[config.mk]
export PLATFORM = sky130hd
export DESIGN_NAME = filled_ellipse_span_generator_unit
export DESIGN_NICKNAME = d
export VERILOG_FILES = /design/src/sv/fesg_pkg.sv /design/src/sv/fesg_front.sv /design/src/sv/fesg_queue.sv /design/src/sv/fesg_back.sv /design/src/sv/filled_ellipse_span_generator_unit.sv
export VERILOG_INCLUDE_DIRS = /design/src /design/src/sv
export SDC_FILE = /design/constraint.sdc
export NUM_CORES = 2
export LEC_CHECK = 0
export BUFFER_PORTS_ARGS = -buffer_cell sky130_fd_sc_hd__buf_2
export CORE_ASPECT_RATIO = 1.2
export CORE_UTILIZATION = 45
export CTS_BUF_LIST = sky130_fd_sc_hd__clkbuf_8 sky130_fd_sc_hd__clkbuf_16
export CTS_CLUSTER_DIAMETER = 60
export DETAILED_ROUTE_END_ITERATION = 12
export SLEW_MARGIN = 0
export SYNTH_ARGS = -nofsm -noshare
export SYNTH_HDL_FRONTEND = slang
export SYNTH_SLANG_ARGS = --single-unit
[constraint.sdc]
create_clock -name clk_i -period 7.4 [get_ports clk_i]
set_input_delay 1.48 -clock clk_i [delete_from_list [all_inputs] [get_ports clk_i]]
set_output_delay 1.48 -clock clk_i [all_outputs]
set_load 0.005 [all_outputs]
[src/sv/filled_ellipse_span_generator_unit_macros.svh]
// Assertion macros for the ellipse span generator.
`ifndef FILLED_ELLIPSE_SPAN_GENERATOR_UNIT_MACROS_SVH
`define FILLED_ELLIPSE_SPAN_GENERATOR_UNIT_MACROS_SVH

`ifndef NO_ASSERTIONS
`define FESG_ASSERT_RST(lbl, prop, msg) \
  lbl: assert property (@(posedge clk_i) disable iff (!rst_ni) prop) else $error(msg);
`define FESG_ASSERT_ALWAYS(lbl, prop, msg) \
  lbl: assert property (@(posedge clk_i) prop) else $error(msg);
`else
`define FESG_ASSERT_RST(lbl, prop, msg)
`define FESG_ASSERT_ALWAYS(lbl, prop, msg)
`endif

`endif

[src/sv/fesg_pkg.sv]
package fesg_pkg;

  localparam int unsigned COORD_W       = 16;
  localparam int unsigned SIZE_W        = 10;
  localparam int unsigned SQ_W          = 2 * SIZE_W;
  localparam int unsigned ACC_W         = 40;
  localparam int unsigned MAX_MINOR_DEF = 63;
  localparam int unsigned MAX_MAJOR_DEF = 1023;
  localparam int unsigned QUEUE_DEPTH   = 2;

  typedef logic signed [COORD_W-1:0] coord_t;
  typedef logic [SIZE_W-1:0]         dim_t;

  // One classified request as it waits between the front and the back.
  typedef struct packed {
    coord_t lo_base;
    coord_t hi_base;
    coord_t maj_start;
    coord_t maj_end;
    logic   horiz;
    dim_t   minor;
    dim_t   major;
    logic   refused;
  } job_t;

endpackage

[src/sv/fesg_front.sv]
module fesg_front #(
  parameter int unsigned MAX_MINOR = fesg_pkg::MAX_MINOR_DEF,
  parameter int unsigned MAX_MAJOR = fesg_pkg::MAX_MAJOR_DEF
) (
  input  logic            in_valid_i,
  output logic            in_ready_o,
  input  fesg_pkg::coord_t origin_x_i,
  input  fesg_pkg::coord_t origin_y_i,
  input  fesg_pkg::dim_t   box_width_i,
  input  fesg_pkg::dim_t   box_height_i,
  input  logic            full_i,
  output logic            push_o,
  output fesg_pkg::job_t  job_o
);
  import fesg_pkg::*;

  logic   horiz;
  dim_t   minor;
  dim_t   major;
  dim_t   minor_m1;
  coord_t min_org;
  coord_t maj_org;
  logic   refused;
  logic   empty_req;

  always_comb begin
    horiz    = box_width_i > box_height_i;
    minor    = horiz ? box_height_i : box_width_i;
    major    = horiz ? box_width_i : box_height_i;
    minor_m1 = minor - 1'b1;
    min_org  = horiz ? origin_y_i : origin_x_i;
    maj_org  = horiz ? origin_x_i : origin_y_i;
    refused  = (32'(minor) > 32'(MAX_MINOR)) || (32'(major) > 32'(MAX_MAJOR));
    // A request with no extent produces nothing and is dropped here.
    empty_req = !refused && (minor == '0);

    job_o.lo_base   = min_org + {{(COORD_W-SIZE_W+1){1'b0}}, minor_m1[SIZE_W-1:1]};
    job_o.hi_base   = min_org + {{(COORD_W-SIZE_W+1){1'b0}}, minor[SIZE_W-1:1]};
    job_o.maj_start = maj_org;
    job_o.maj_end   = maj_org + {{(COORD_W-SIZE_W){1'b0}}, major};
    job_o.horiz     = horiz;
    job_o.minor     = minor;
    job_o.major     = major;
    job_o.refused   = refused;
  end

  assign in_ready_o = !full_i;
  assign push_o     = in_valid_i && !full_i && !empty_req;

endmodule

[src/sv/fesg_queue.sv]
module fesg_queue (
  input  logic           clk_i,
  input  logic           rst_ni,
  input  logic           push_i,
  input  fesg_pkg::job_t job_i,
  output logic           full_o,
  input  logic           pop_i,
  output logic           empty_o,
  output fesg_pkg::job_t job_o
);
  import fesg_pkg::*;

  localparam int unsigned PTR_W = (QUEUE_DEPTH > 1) ? $clog2(QUEUE_DEPTH) : 1;
  localparam int unsigned CNT_W = $clog2(QUEUE_DEPTH + 1);

  job_t             entries_q [QUEUE_DEPTH];
  logic [PTR_W-1:0] wr_ptr_q, wr_ptr_d;
  logic [PTR_W-1:0] rd_ptr_q, rd_ptr_d;
  logic [CNT_W-1:0] count_q, count_d;
  logic             do_push;
  logic             do_pop;

  assign full_o  = count_q == CNT_W'(QUEUE_DEPTH);
  assign empty_o = count_q == '0;
  assign job_o   = entries_q[rd_ptr_q];
  assign do_push = push_i && !full_o;
  assign do_pop  = pop_i && !empty_o;

  always_comb begin
    wr_ptr_d = wr_ptr_q;
    rd_ptr_d = rd_ptr_q;
    count_d  = count_q;
    if (do_push) begin
      wr_ptr_d = (wr_ptr_q == PTR_W'(QUEUE_DEPTH - 1)) ? '0 : wr_ptr_q + 1'b1;
    end
    if (do_pop) begin
      rd_ptr_d = (rd_ptr_q == PTR_W'(QUEUE_DEPTH - 1)) ? '0 : rd_ptr_q + 1'b1;
    end
    if (do_push && !do_pop) begin
      count_d = count_q + 1'b1;
    end else if (do_pop && !do_push) begin
      count_d = count_q - 1'b1;
    end
  end

  always_ff @(posedge clk_i or negedge rst_ni) begin
    if (!rst_ni) begin
      wr_ptr_q <= '0;
      rd_ptr_q <= '0;
      count_q  <= '0;
    end else begin
      wr_ptr_q <= wr_ptr_d;
      rd_ptr_q <= rd_ptr_d;
      count_q  <= count_d;
    end
  end

  always_ff @(posedge clk_i) begin
    if (do_push) begin
      entries_q[wr_ptr_q] <= job_i;
    end
  end

endmodule

[src/sv/fesg_back.sv]
module fesg_back (
  input  logic             clk_i,
  input  logic             rst_ni,
  input  logic             empty_i,
  input  fesg_pkg::job_t   job_i,
  output logic             pop_o,
  output logic             out_valid_o,
  input  logic             out_ready_i,
  output fesg_pkg::coord_t x_start_o,
  output fesg_pkg::coord_t y_start_o,
  output fesg_pkg::coord_t x_end_o,
  output fesg_pkg::coord_t y_end_o,
  output logic             last_span_o,
  output logic             too_large_o
);
  import fesg_pkg::*;

  localparam logic [2:0] StIdle   = 3'd0;
  localparam logic [2:0] StSetup1 = 3'd1;
  localparam logic [2:0] StSetup2 = 3'd2;
  localparam logic [2:0] StInset  = 3'd3;
  localparam logic [2:0] StEmit0  = 3'd4;
  localparam logic [2:0] StEmit1  = 3'd5;
  localparam logic [2:0] StError  = 3'd6;

  localparam int unsigned PROD_W = SQ_W + SIZE_W;

  logic [2:0]              state_q, state_d;
  job_t                    job_q;
  logic [SQ_W-1:0]         minor2_q;
  logic [SQ_W-1:0]         major2_q;
  logic signed [ACC_W-1:0] cl_q;
  logic signed [ACC_W-1:0] cr_q;
  logic signed [ACC_W-1:0] incl_q;
  logic signed [ACC_W-1:0] crinc_q;
  dim_t                    d_q;
  dim_t                    i_q;
  logic                    out_valid_q, out_valid_d;
  coord_t                  xs_q, ys_q, xe_q, ye_q;
  logic                    last_q, err_q;

  logic                    can_load;
  logic                    load;
  dim_t                    major_m1;
  dim_t                    minor_m1;
  logic [PROD_W-1:0]       prod;
  logic                    grow;
  logic                    last_step;
  coord_t                  d_ext, i_ext;
  coord_t                  near_pos, far_pos, low_line, high_line, line_pos;
  coord_t                  xs_d, ys_d, xe_d, ye_d;

  assign can_load  = !out_valid_q || out_ready_i;
  assign load      = can_load &&
                     (state_q == StEmit0 || state_q == StEmit1 || state_q == StError);
  assign pop_o     = (state_q == StIdle) && !empty_i;
  assign major_m1  = job_q.major - 1'b1;
  assign minor_m1  = job_q.minor - 1'b1;
  assign prod      = PROD_W'(minor2_q) * PROD_W'(major_m1);
  assign grow      = (cl_q < cr_q) && (d_q < job_q.major);
  assign last_step = i_q == {1'b0, minor_m1[SIZE_W-1:1]};

  always_comb begin
    d_ext     = {{(COORD_W-SIZE_W){1'b0}}, d_q};
    i_ext     = {{(COORD_W-SIZE_W){1'b0}}, i_q};
    near_pos  = job_q.maj_start + d_ext;
    far_pos   = job_q.maj_end - d_ext;
    low_line  = job_q.lo_base - i_ext;
    high_line = job_q.hi_base + i_ext;
    line_pos  = (state_q == StEmit0) ? low_line : high_line;
    if (state_q == StError) begin
      xs_d = '0;
      ys_d = '0;
      xe_d = '0;
      ye_d = '0;
    end else if (job_q.horiz) begin
      xs_d = near_pos;
      ys_d = line_pos;
      xe_d = far_pos;
      ye_d = line_pos;
    end else begin
      xs_d = line_pos;
      ys_d = near_pos;
      xe_d = line_pos;
      ye_d = far_pos;
    end
  end

  always_comb begin
    state_d = state_q;
    case (state_q)
      StIdle: begin
        if (!empty_i) begin
          state_d = job_i.refused ? StError : StSetup1;
        end
      end
      StSetup1: state_d = StSetup2;
      StSetup2: state_d = StInset;
      StInset: begin
        if (!grow) begin
          state_d = StEmit0;
        end
      end
      StEmit0: begin
        if (can_load) begin
          state_d = StEmit1;
        end
      end
      StEmit1: begin
        if (can_load) begin
          state_d = last_step ? StIdle : StInset;
        end
      end
      StError: begin
        if (can_load) begin
          state_d = StIdle;
        end
      end
      default: state_d = StIdle;
    endcase
  end

  always_comb begin
    out_valid_d = out_valid_q;
    if (load) begin
      out_valid_d = 1'b1;
    end else if (out_ready_i) begin
      out_valid_d = 1'b0;
    end
  end

  always_ff @(posedge clk_i or negedge rst_ni) begin
    if (!rst_ni) begin
      state_q     <= StIdle;
      out_valid_q <= 1'b0;
    end else begin
      state_q     <= state_d;
      out_valid_q <= out_valid_d;
    end
  end

  always_ff @(posedge clk_i) begin
    if (pop_o) begin
      job_q <= job_i;
    end
    case (state_q)
      StSetup1: begin
        minor2_q <= SQ_W'(job_q.minor) * SQ_W'(job_q.minor);
        major2_q <= SQ_W'(job_q.major) * SQ_W'(job_q.major);
      end
      StSetup2: begin
        incl_q  <= ACC_W'(prod);
        crinc_q <= ACC_W'(major2_q);
        cl_q    <= '0;
        cr_q    <= '0;
        d_q     <= '0;
        i_q     <= '0;
      end
      StInset: begin
        if (grow) begin
          cl_q   <= cl_q + incl_q;
          incl_q <= incl_q - ACC_W'({minor2_q, 1'b0});
          d_q    <= d_q + 1'b1;
        end
      end
      StEmit1: begin
        if (can_load) begin
          cr_q    <= cr_q + crinc_q;
          crinc_q <= crinc_q + ACC_W'({major2_q, 1'b0});
          i_q     <= i_q + 1'b1;
        end
      end
      default: ;
    endcase
    if (load) begin
      xs_q   <= xs_d;
      ys_q   <= ys_d;
      xe_q   <= xe_d;
      ye_q   <= ye_d;
      err_q  <= state_q == StError;
      last_q <= (state_q == StError) || ((state_q == StEmit1) && last_step);
    end
  end

  assign out_valid_o = out_valid_q;
  assign x_start_o   = xs_q;
  assign y_start_o   = ys_q;
  assign x_end_o     = xe_q;
  assign y_end_o     = ye_q;
  assign last_span_o = last_q;
  assign too_large_o = err_q;

endmodule

[src/sv/filled_ellipse_span_generator_unit.sv]
// A request reaches the queue at acceptance. The back end pops it only from idle, squares
// the axes, clears its accumulators, runs the one-step-per-cycle inset loop, then registers a
// lower and an upper span per line pair, holding while the output is stalled; a refusal goes
// straight to a zeroed span marked last. The next request is popped once the back end is idle.
// Reset clears the queue, the sequencer and the output valid; payload registers keep data.
`include "filled_ellipse_span_generator_unit_macros.svh"

module filled_ellipse_span_generator_unit #(
  parameter int unsigned MAX_MINOR = fesg_pkg::MAX_MINOR_DEF,
  parameter int unsigned MAX_MAJOR = fesg_pkg::MAX_MAJOR_DEF
) (
  input  logic             clk_i,
  input  logic             rst_ni,
  input  logic             in_valid_i,
  output logic             in_ready_o,
  input  fesg_pkg::coord_t origin_x_i,
  input  fesg_pkg::coord_t origin_y_i,
  input  fesg_pkg::dim_t   box_width_i,
  input  fesg_pkg::dim_t   box_height_i,
  output logic             out_valid_o,
  input  logic             out_ready_i,
  output fesg_pkg::coord_t x_start_o,
  output fesg_pkg::coord_t y_start_o,
  output fesg_pkg::coord_t x_end_o,
  output fesg_pkg::coord_t y_end_o,
  output logic             last_span_o,
  output logic             too_large_o
);
  import fesg_pkg::*;

  job_t front_job;
  job_t queue_job;
  logic push;
  logic pop;
  logic full;
  logic empty;

  fesg_front #(
    .MAX_MINOR(MAX_MINOR),
    .MAX_MAJOR(MAX_MAJOR)
  ) u_front (
    .in_valid_i  (in_valid_i),
    .in_ready_o  (in_ready_o),
    .origin_x_i  (origin_x_i),
    .origin_y_i  (origin_y_i),
    .box_width_i (box_width_i),
    .box_height_i(box_height_i),
    .full_i      (full),
    .push_o      (push),
    .job_o       (front_job)
  );

  fesg_queue u_queue (
    .clk_i  (clk_i),
    .rst_ni (rst_ni),
    .push_i (push),
    .job_i  (front_job),
    .full_o (full),
    .pop_i  (pop),
    .empty_o(empty),
    .job_o  (queue_job)
  );

  fesg_back u_back (
    .clk_i      (clk_i),
    .rst_ni     (rst_ni),
    .empty_i    (empty),
    .job_i      (queue_job),
    .pop_o      (pop),
    .out_valid_o(out_valid_o),
    .out_ready_i(out_ready_i),
    .x_start_o  (x_start_o),
    .y_start_o  (y_start_o),
    .x_end_o    (x_end_o),
    .y_end_o    (y_end_o),
    .last_span_o(last_span_o),
    .too_large_o(too_large_o)
  );

  `FESG_ASSERT_RST(a_refusal_is_last, (out_valid_o && too_large_o) |-> last_span_o, "refusal not marked last")
  `FESG_ASSERT_RST(a_refusal_zero, (out_valid_o && too_large_o) |-> (x_start_o == '0 && y_start_o == '0 && x_end_o == '0 && y_end_o == '0), "refusal carries coordinates")
  `FESG_ASSERT_RST(a_span_axis, (out_valid_o && !too_large_o) |-> (y_start_o == y_end_o || x_start_o == x_end_o), "span is neither horizontal nor vertical")
  `FESG_ASSERT_ALWAYS(a_no_push_when_full, (push && full) |-> !in_ready_o, "request pushed into a full queue")

endmodule
* After elaboration in Yosys (flattened, before gate mapping)
Memories as Yosys holds them, arrays and structs flattened.
Cells that the tools add are included.
** Cells by class
- Add/sub/neg operators :: 20
- Multiply operators :: 3
- $lt $le $gt $ge :: 4
- Equality and inequality tests :: 14
- Muxes and demuxes :: 37
- Reductions and logical operators :: 32
** Operator list (number)
- one-hot mux 40 bit (2 select lines) :: 4
- two-way mux 40 bit :: 4
- two-way mux 16 bit :: 7
- adder 40 bit :: 2
- adder 40 x 21 -> 40 bit :: 1
- < comparator 40 bit :: 1
- multiplier 10 x 10 -> 20 bit :: 2
- two-way mux 10 bit :: 4
- one-hot mux 10 bit (2 select lines) :: 2
- subtractor 40 x 21 -> 40 bit :: 1
- adder 16 x 11 -> 16 bit :: 2
- adder 16 x 9 -> 16 bit :: 2
- subtractor 16 x 11 -> 16 bit :: 2
- multiplier 20 x 10 -> 30 bit :: 1
- subtractor 10 x 1 -> 10 bit (second input constant) :: 3
- one-hot mux 3 bit (7 select lines) :: 1
- adder 10 x 1 -> 10 bit (second input constant) :: 2
- two-way mux 3 bit :: 6
- adder 16 x 10 -> 16 bit :: 1
- logical AND 1 bit :: 11
- equality test 10 x 9 -> 1 bit :: 1
- > comparator 10 bit :: 1
- > comparator 10 x 6 -> 1 bit (second input constant) :: 1
- zero test 10 bit :: 1
- other kinds (19) :: 47
** Word-level totals
- Register bits :: 379
- RAM bits :: 172
- Logic and storage cells :: 137
- Memories :: 1
** Memories
- u_queue.entries_q :: words 2, width 86, rd ports 1, clocked after Yosys merged registers in 0, wr ports 1, line fesg_queue.sv:16 : job_t entries_q [QUEUE_DEPTH];

* Depth between registers and ports, before layout
- Word-level depth :: 12
- Depth in mapped cells :: 28
- Mapped depth without buffers :: 25

* By module
A second synthesis with hierarchy kept.
** Unflattened totals
- Cell total of the unflattened synthesis :: 4383
- Area total of the unflattened synthesis :: 44456.4 um^2
** Modules (own cells, without submodules)
- fesg_back :: instances 1, cells each 3686, area an instance 35217.5 um^2, seq. area each 11180.7 um^2
- fesg_queue :: instances 1, cells each 287, area an instance 6523.8 um^2, seq. area each 5265.0 um^2
- fesg_front :: instances 1, cells each 410, area an instance 2715.1 um^2, seq. area each 0.0 um^2

* Least setup slack after synthesis
OpenSTA, ideal clock, no wires.
- Path type :: input port to flip-flop
- Start :: input port out_ready_i
- End :: register u_back.cr_q[0] (enable)
- Library setup time :: 0.659 ns
- Arrival :: 7.783 ns
- Required time :: 6.741 ns
- Slack :: -1.042 ns
- Cell stages on the path :: 2
- Cells stage by stage :: nor2b_1 -> o21ai_0
** On the way
- Word-level cells in the longest chain between the ends :: 3
** RTL lines
- from (decl) :: line filled_ellipse_span_generator_unit.sv:21 : input logic out_ready_i,
- logical OR 1 bit :: line fesg_back.sv:53 : assign can_load = !out_valid_q || out_ready_i;
- != test 2 x 1 -> 1 bit (no line)
- AND reduction 2 bit (no line)
- to (signal assigned) :: line fesg_back.sv:168 : cr_q <= cr_q + crinc_q;
- to (decl) :: line fesg_back.sv:33 : logic signed [ACC_W-1:0] cr_q;
No other way between the ends.
A chain may end at the register's enable or synchronous reset.

* Worst setup path in the final report
- Start :: register u_back.job_q[6] (netlist bit)
- End :: register u_back.incl_q[28] (data pin)
** On the way
- Word-level cells in the longest chain between the ends :: 3
** RTL lines
- from (decl) :: line fesg_back.sv:29 : job_t job_q;
- from (signal assigned) :: line fesg_back.sv:144 : job_q <= job_i;
- subtractor 10 x 1 -> 10 bit :: line fesg_back.sv:57 : assign major_m1 = job_q.major - 1'b1;
- multiplier 20 x 10 -> 30 bit :: line fesg_back.sv:59 : assign prod = PROD_W'(minor2_q) * PROD_W'(major_m1);
- one-hot mux 40 bit (2 select lines) :: line fesg_back.sv:146 : case (state_q)
- to (signal assigned) :: line fesg_back.sv:152 : incl_q <= ACC_W'(prod);
- to (signal assigned) :: line fesg_back.sv:162 : incl_q <= incl_q - ACC_W'({minor2_q, 1'b0});
- to (decl) :: line fesg_back.sv:34 : logic signed [ACC_W-1:0] incl_q;
No other way between the ends.

==> metrics.txt <==
# TYPE chip_impl_metric gauge
chip_impl_metric{name="num_rows",unit=""} 125
chip_impl_metric{name="drv_slew",unit=""} 0
chip_impl_metric{name="timing.max_cap.violations",unit=""} 0
chip_impl_metric{name="grt_first_pass_wirelength",unit="microns"} 180000
chip_impl_metric{name="worstPathRequired",unit="ps"} 7740
chip_impl_metric{name="cpPeakStageDelay",unit="ps"} 550
chip_impl_metric{name="insertedDiodeCount",unit=""} 0
chip_impl_metric{name="hold_depth",unit=""} 1
chip_impl_metric{name="max_slew_margin",unit=""} 0.262
chip_impl_metric{name="antenna_violating_nets_post_route",unit=""} 0
chip_impl_metric{name="antenna_found_initial",unit=""} 1
chip_impl_info{name="critPathCaptureType",value="flip-flop"} 1
chip_impl_metric{name="chipWidth",unit="microns"} 288
chip_impl_info{name="holdCritPathClass",value="flip-flop to flip-flop"} 1
chip_impl_info{name="hold_start",value="u_queue.count_q[1]"} 1
chip_impl_metric{name="worst_endpoint_data_arrival_time",unit="ps"} 7400
chip_impl_metric{name="fp.dieArea",unit="sq mm"} 0.0996
chip_impl_info{name="worst_r2r_startpoint",value="u_back.job_q[6]"} 1
chip_impl_metric{name="gp_routability_congestion",unit=""} 0.920
chip_impl_metric{name="io_pins",unit=""} 124
chip_impl_metric{name="place.detailed.hpwl",unit="microns"} 90100
chip_impl_metric{name="tightest_slew",unit="ps"} 1110
chip_impl_metric{name="area.growth.synth_to_final",unit="%"} 10.7
chip_impl_info{name="critPathLaunchType",value="flip-flop"} 1
chip_impl_metric{name="post-route-period-util",unit=""} 0.954
chip_impl_metric{name="synthesis.area_per_instance",unit="sq um"} 10.1
chip_impl_info{name="clock_tree_from_tritoncts",value="built"} 1
chip_impl_metric{name="initialDrtViolationCount",unit=""} 1567
chip_impl_metric{name="cts.path.max_buffers",unit=""} 3
chip_impl_info{name="ys.flop_type",value="sky130_fd_sc_hd__edfxtp_1"} 1
chip_impl_info{name="synth.area.top_cells",value="sky130_fd_sc_hd__edfxtp_1 37%, sky130_fd_sc_hd__ha_1 12%, sky130_fd_sc_hd__fa_1 11%"} 1
chip_impl_info{name="layout.cells.most_common_list",value="541 x sky130_fd_sc_hd__edfxtp_1, 500 x sky130_fd_sc_hd__inv_1, 420 x sky130_fd_sc_hd__ha_1"} 1
chip_impl_metric{name="timing.final.crit_period",unit="ps"} 7060
chip_impl_metric{name="drc",unit=""} 0
chip_impl_info{name="layout.cells.most_common",value="sky130_fd_sc_hd__edfxtp_1"} 1
chip_impl_metric{name="yosys_warnings",unit=""} 0
chip_impl_metric{name="detailroute.via_count",unit=""} 32100
chip_impl_metric{name="drt_pre_antenna_iters",unit=""} 7
chip_impl_info{name="crit_top_cell",value="sky130_fd_sc_hd__fa_1"} 1
chip_impl_metric{name="chipHeight",unit="microns"} 345
chip_impl_info{name="synth_top_area_cell",value="sky130_fd_sc_hd__edfxtp_1"} 1
chip_impl_metric{name="mappedNetlistArea",unit="sq mm"} 0.0442
chip_impl_metric{name="max_freq",unit="GHz"} 0.142
chip_impl_metric{name="synth_enable_flop_cells",unit=""} 541
chip_impl_metric{name="initial_core_util",unit=""} 0.455
chip_impl_metric{name="critical_path.max_fanout",unit=""} 11
chip_impl_metric{name="clk-insertion-delay-late",unit="ps"} 630
chip_impl_metric{name="total_cts_buffers",unit=""} 71
chip_impl_metric{name="detail_route.wirelength",unit="microns"} 115000
chip_impl_metric{name="overall_routing_resource_usage",unit=""} 0.233
chip_impl_metric{name="numClockSinks",unit=""} 549
chip_impl_metric{name="ys_seq_area_frac",unit=""} 0.372
chip_impl_info{name="slowest_stage",value="sky130_fd_sc_hd__fa_1"} 1
chip_impl_info{name="unrepaired_setup_endpoints_after_global_routing",value="false"} 1
chip_impl_metric{name="core_area",unit="sq mm"} 0.0971
chip_impl_metric{name="ys_async_sr_fraction",unit=""} 0.0146
chip_impl_metric{name="viasPerCell",unit=""} 5.50
chip_impl_metric{name="synth_largest_type_area_fraction",unit=""} 0.367
chip_impl_info{name="clock_tree_root",value="sky130_fd_sc_hd__clkbuf_16"} 1
chip_impl_info{name="timing.critical_path.from",value="u_back.job_q[6]"} 1
chip_impl_metric{name="cts_max_level",unit=""} 3
chip_impl_metric{name="ff2ff_path_depth",unit=""} 26
chip_impl_metric{name="gate_count_post_synth",unit=""} 4364
chip_impl_info{name="status",value="completed"} 1
chip_impl_metric{name="layout-drive-gt1-share",unit=""} 0.100
chip_impl_metric{name="timing.clock.skew",unit="ps"} 29.3
chip_impl_metric{name="fin_nets",unit=""} 5231
chip_impl_metric{name="port_buffers",unit=""} 123
chip_impl_metric{name="tns",unit="ps"} 0
chip_impl_info{name="setup.worst_path.class",value="flip-flop to flip-flop"} 1
chip_impl_metric{name="post_drt_wl_per_cell",unit="microns"} 19.7
chip_impl_metric{name="setup_violations",unit=""} 0
chip_impl_metric{name="synth_cell_type_count",unit=""} 91
chip_impl_metric{name="finalHoldViolations",unit=""} 0
chip_impl_metric{name="cts.reportedPaths.clkPinSlew",unit="ps"} 60
chip_impl_metric{name="grt_remaining_overflow",unit=""} 0
chip_impl_metric{name="grt_start_max_net_pins",unit=""} 83
chip_impl_metric{name="first_global_vias",unit=""} 33200
chip_impl_metric{name="ys_seq_elements",unit=""} 549
-- per-layer routing --
metal | global-route usage | wire, microns | vias up
met5 | 0 | 0 | -
met4 | 0.118 | 5780 | 0
met3 | 0.0233 | 3730 | 236
met2 | 0.435 | 60500 | 649
met1 | 0.258 | 44800 | 15700
li1 | - | - | 15500
-- area by class of cell --
cell class,instances,area (sq um)
clock inverters,55,514
clock buffers,74,1830
well taps,1270,1590
multi-input cells,3205,25600
repair buffers,187,1150
flip-flops and latches,549,16400
fillers,8873,48200
inverters,500,1880
-- what timing repair did --
| action | 4_1_cts | 5_1_grt |
|---|---|---|
| resized for setup | 0 | 6 |
| endpoints found under the setup margin | 0 | 7 |
| setup buffers | 0 | 0 |
| hold buffers | 0 | 0 |
-- worst max-delay path: cells and delay by family, from the launching register on --
family                   cells  cell delay (ps)
AO/OA/AOI/OAI                6             1410
XOR/XNOR                     2              340
adder cells (fa/ha/maj)      6             3030
buffers and inverters        6              540
flip-flops                   1              380
AND/OR/NAND/NOR              6             1090
-- metrics by stage --
stage	worst slack, ps	instances	utilization	hold WS (ps)	cell area, sq um
floorplan	336	4370	-	455	44300
global placement	169	5711	0.480	484	46600
detailed placement	164	5711	0.480	495	46600
CTS	93.1	5840	0.504	507	48900
global route	52.5	5840	0.504	547	49000
finish	338	5840	0.504	500	49000
-- flip-flops by register name, indices dropped and copies added, names as in the netlist, 16 cells and up --
| register | cells |
|---|---|
| u_back.cr_q | 40 |
| u_back.job_q | 85 |
| u_back.incl_q | 40 |
| u_queue.entries_q | 172 |
| u_back.major2_q | 19 |
| u_back.y_end_o | 16 |
| u_back.crinc_q | 40 |
| u_back.x_end_o | 16 |
| u_back.y_start_o | 16 |
| u_back.minor2_q | 19 |
| u_back.cl_q | 40 |
| u_back.x_start_o | 16 |
-- worst paths after layout --
check	endpoint	slack, ps
worst min-delay path	u_queue.count_q[1]	500
max in group asynchronous	u_queue.rd_ptr_q	6350
worst max register to register	u_back.incl_q[28]	340
worst min register to register	u_queue.count_q[1]	500
min in group asynchronous	u_back.out_valid_o	740
worst max-delay path	u_back.incl_q[28]	340
-- cells by family after synthesis --
logic type | count (synthesis) | synth area share
adders and majority gates | 661 | 0.228
other | 2 | 0.000170
AOI/OAI and AO/OA | 815 | 0.117
and+or+nand+nor | 1269 | 0.134
muxes | 139 | 0.0344
xor gates and xnor gates | 313 | 0.0620
buffers and inverters | 616 | 0.0528
DFF | 549 | 0.372
-- synth_stat cells, drive strengths merged, types with 22 or more instances --
cell and instances:
fa 241, clkbuf 100, o21ai 169, xnor2 194, nor3 87, nand2b 74, nand2 385, o21a 40
mux2i 33, nand4 29, o211ai 23, nor2b 37, o21bai 29, nor4 22, mux2 106, or3 32
inv 489, and3 27, edfxtp 541, a21o 102, xor2 119, a21oi 270, nand3 99, nor2 368
a211oi 36, and2 52, ha 420
Power is not shown: default switching activity piles up to over one toggle a cycle in this logic, so the estimate is an artifact.
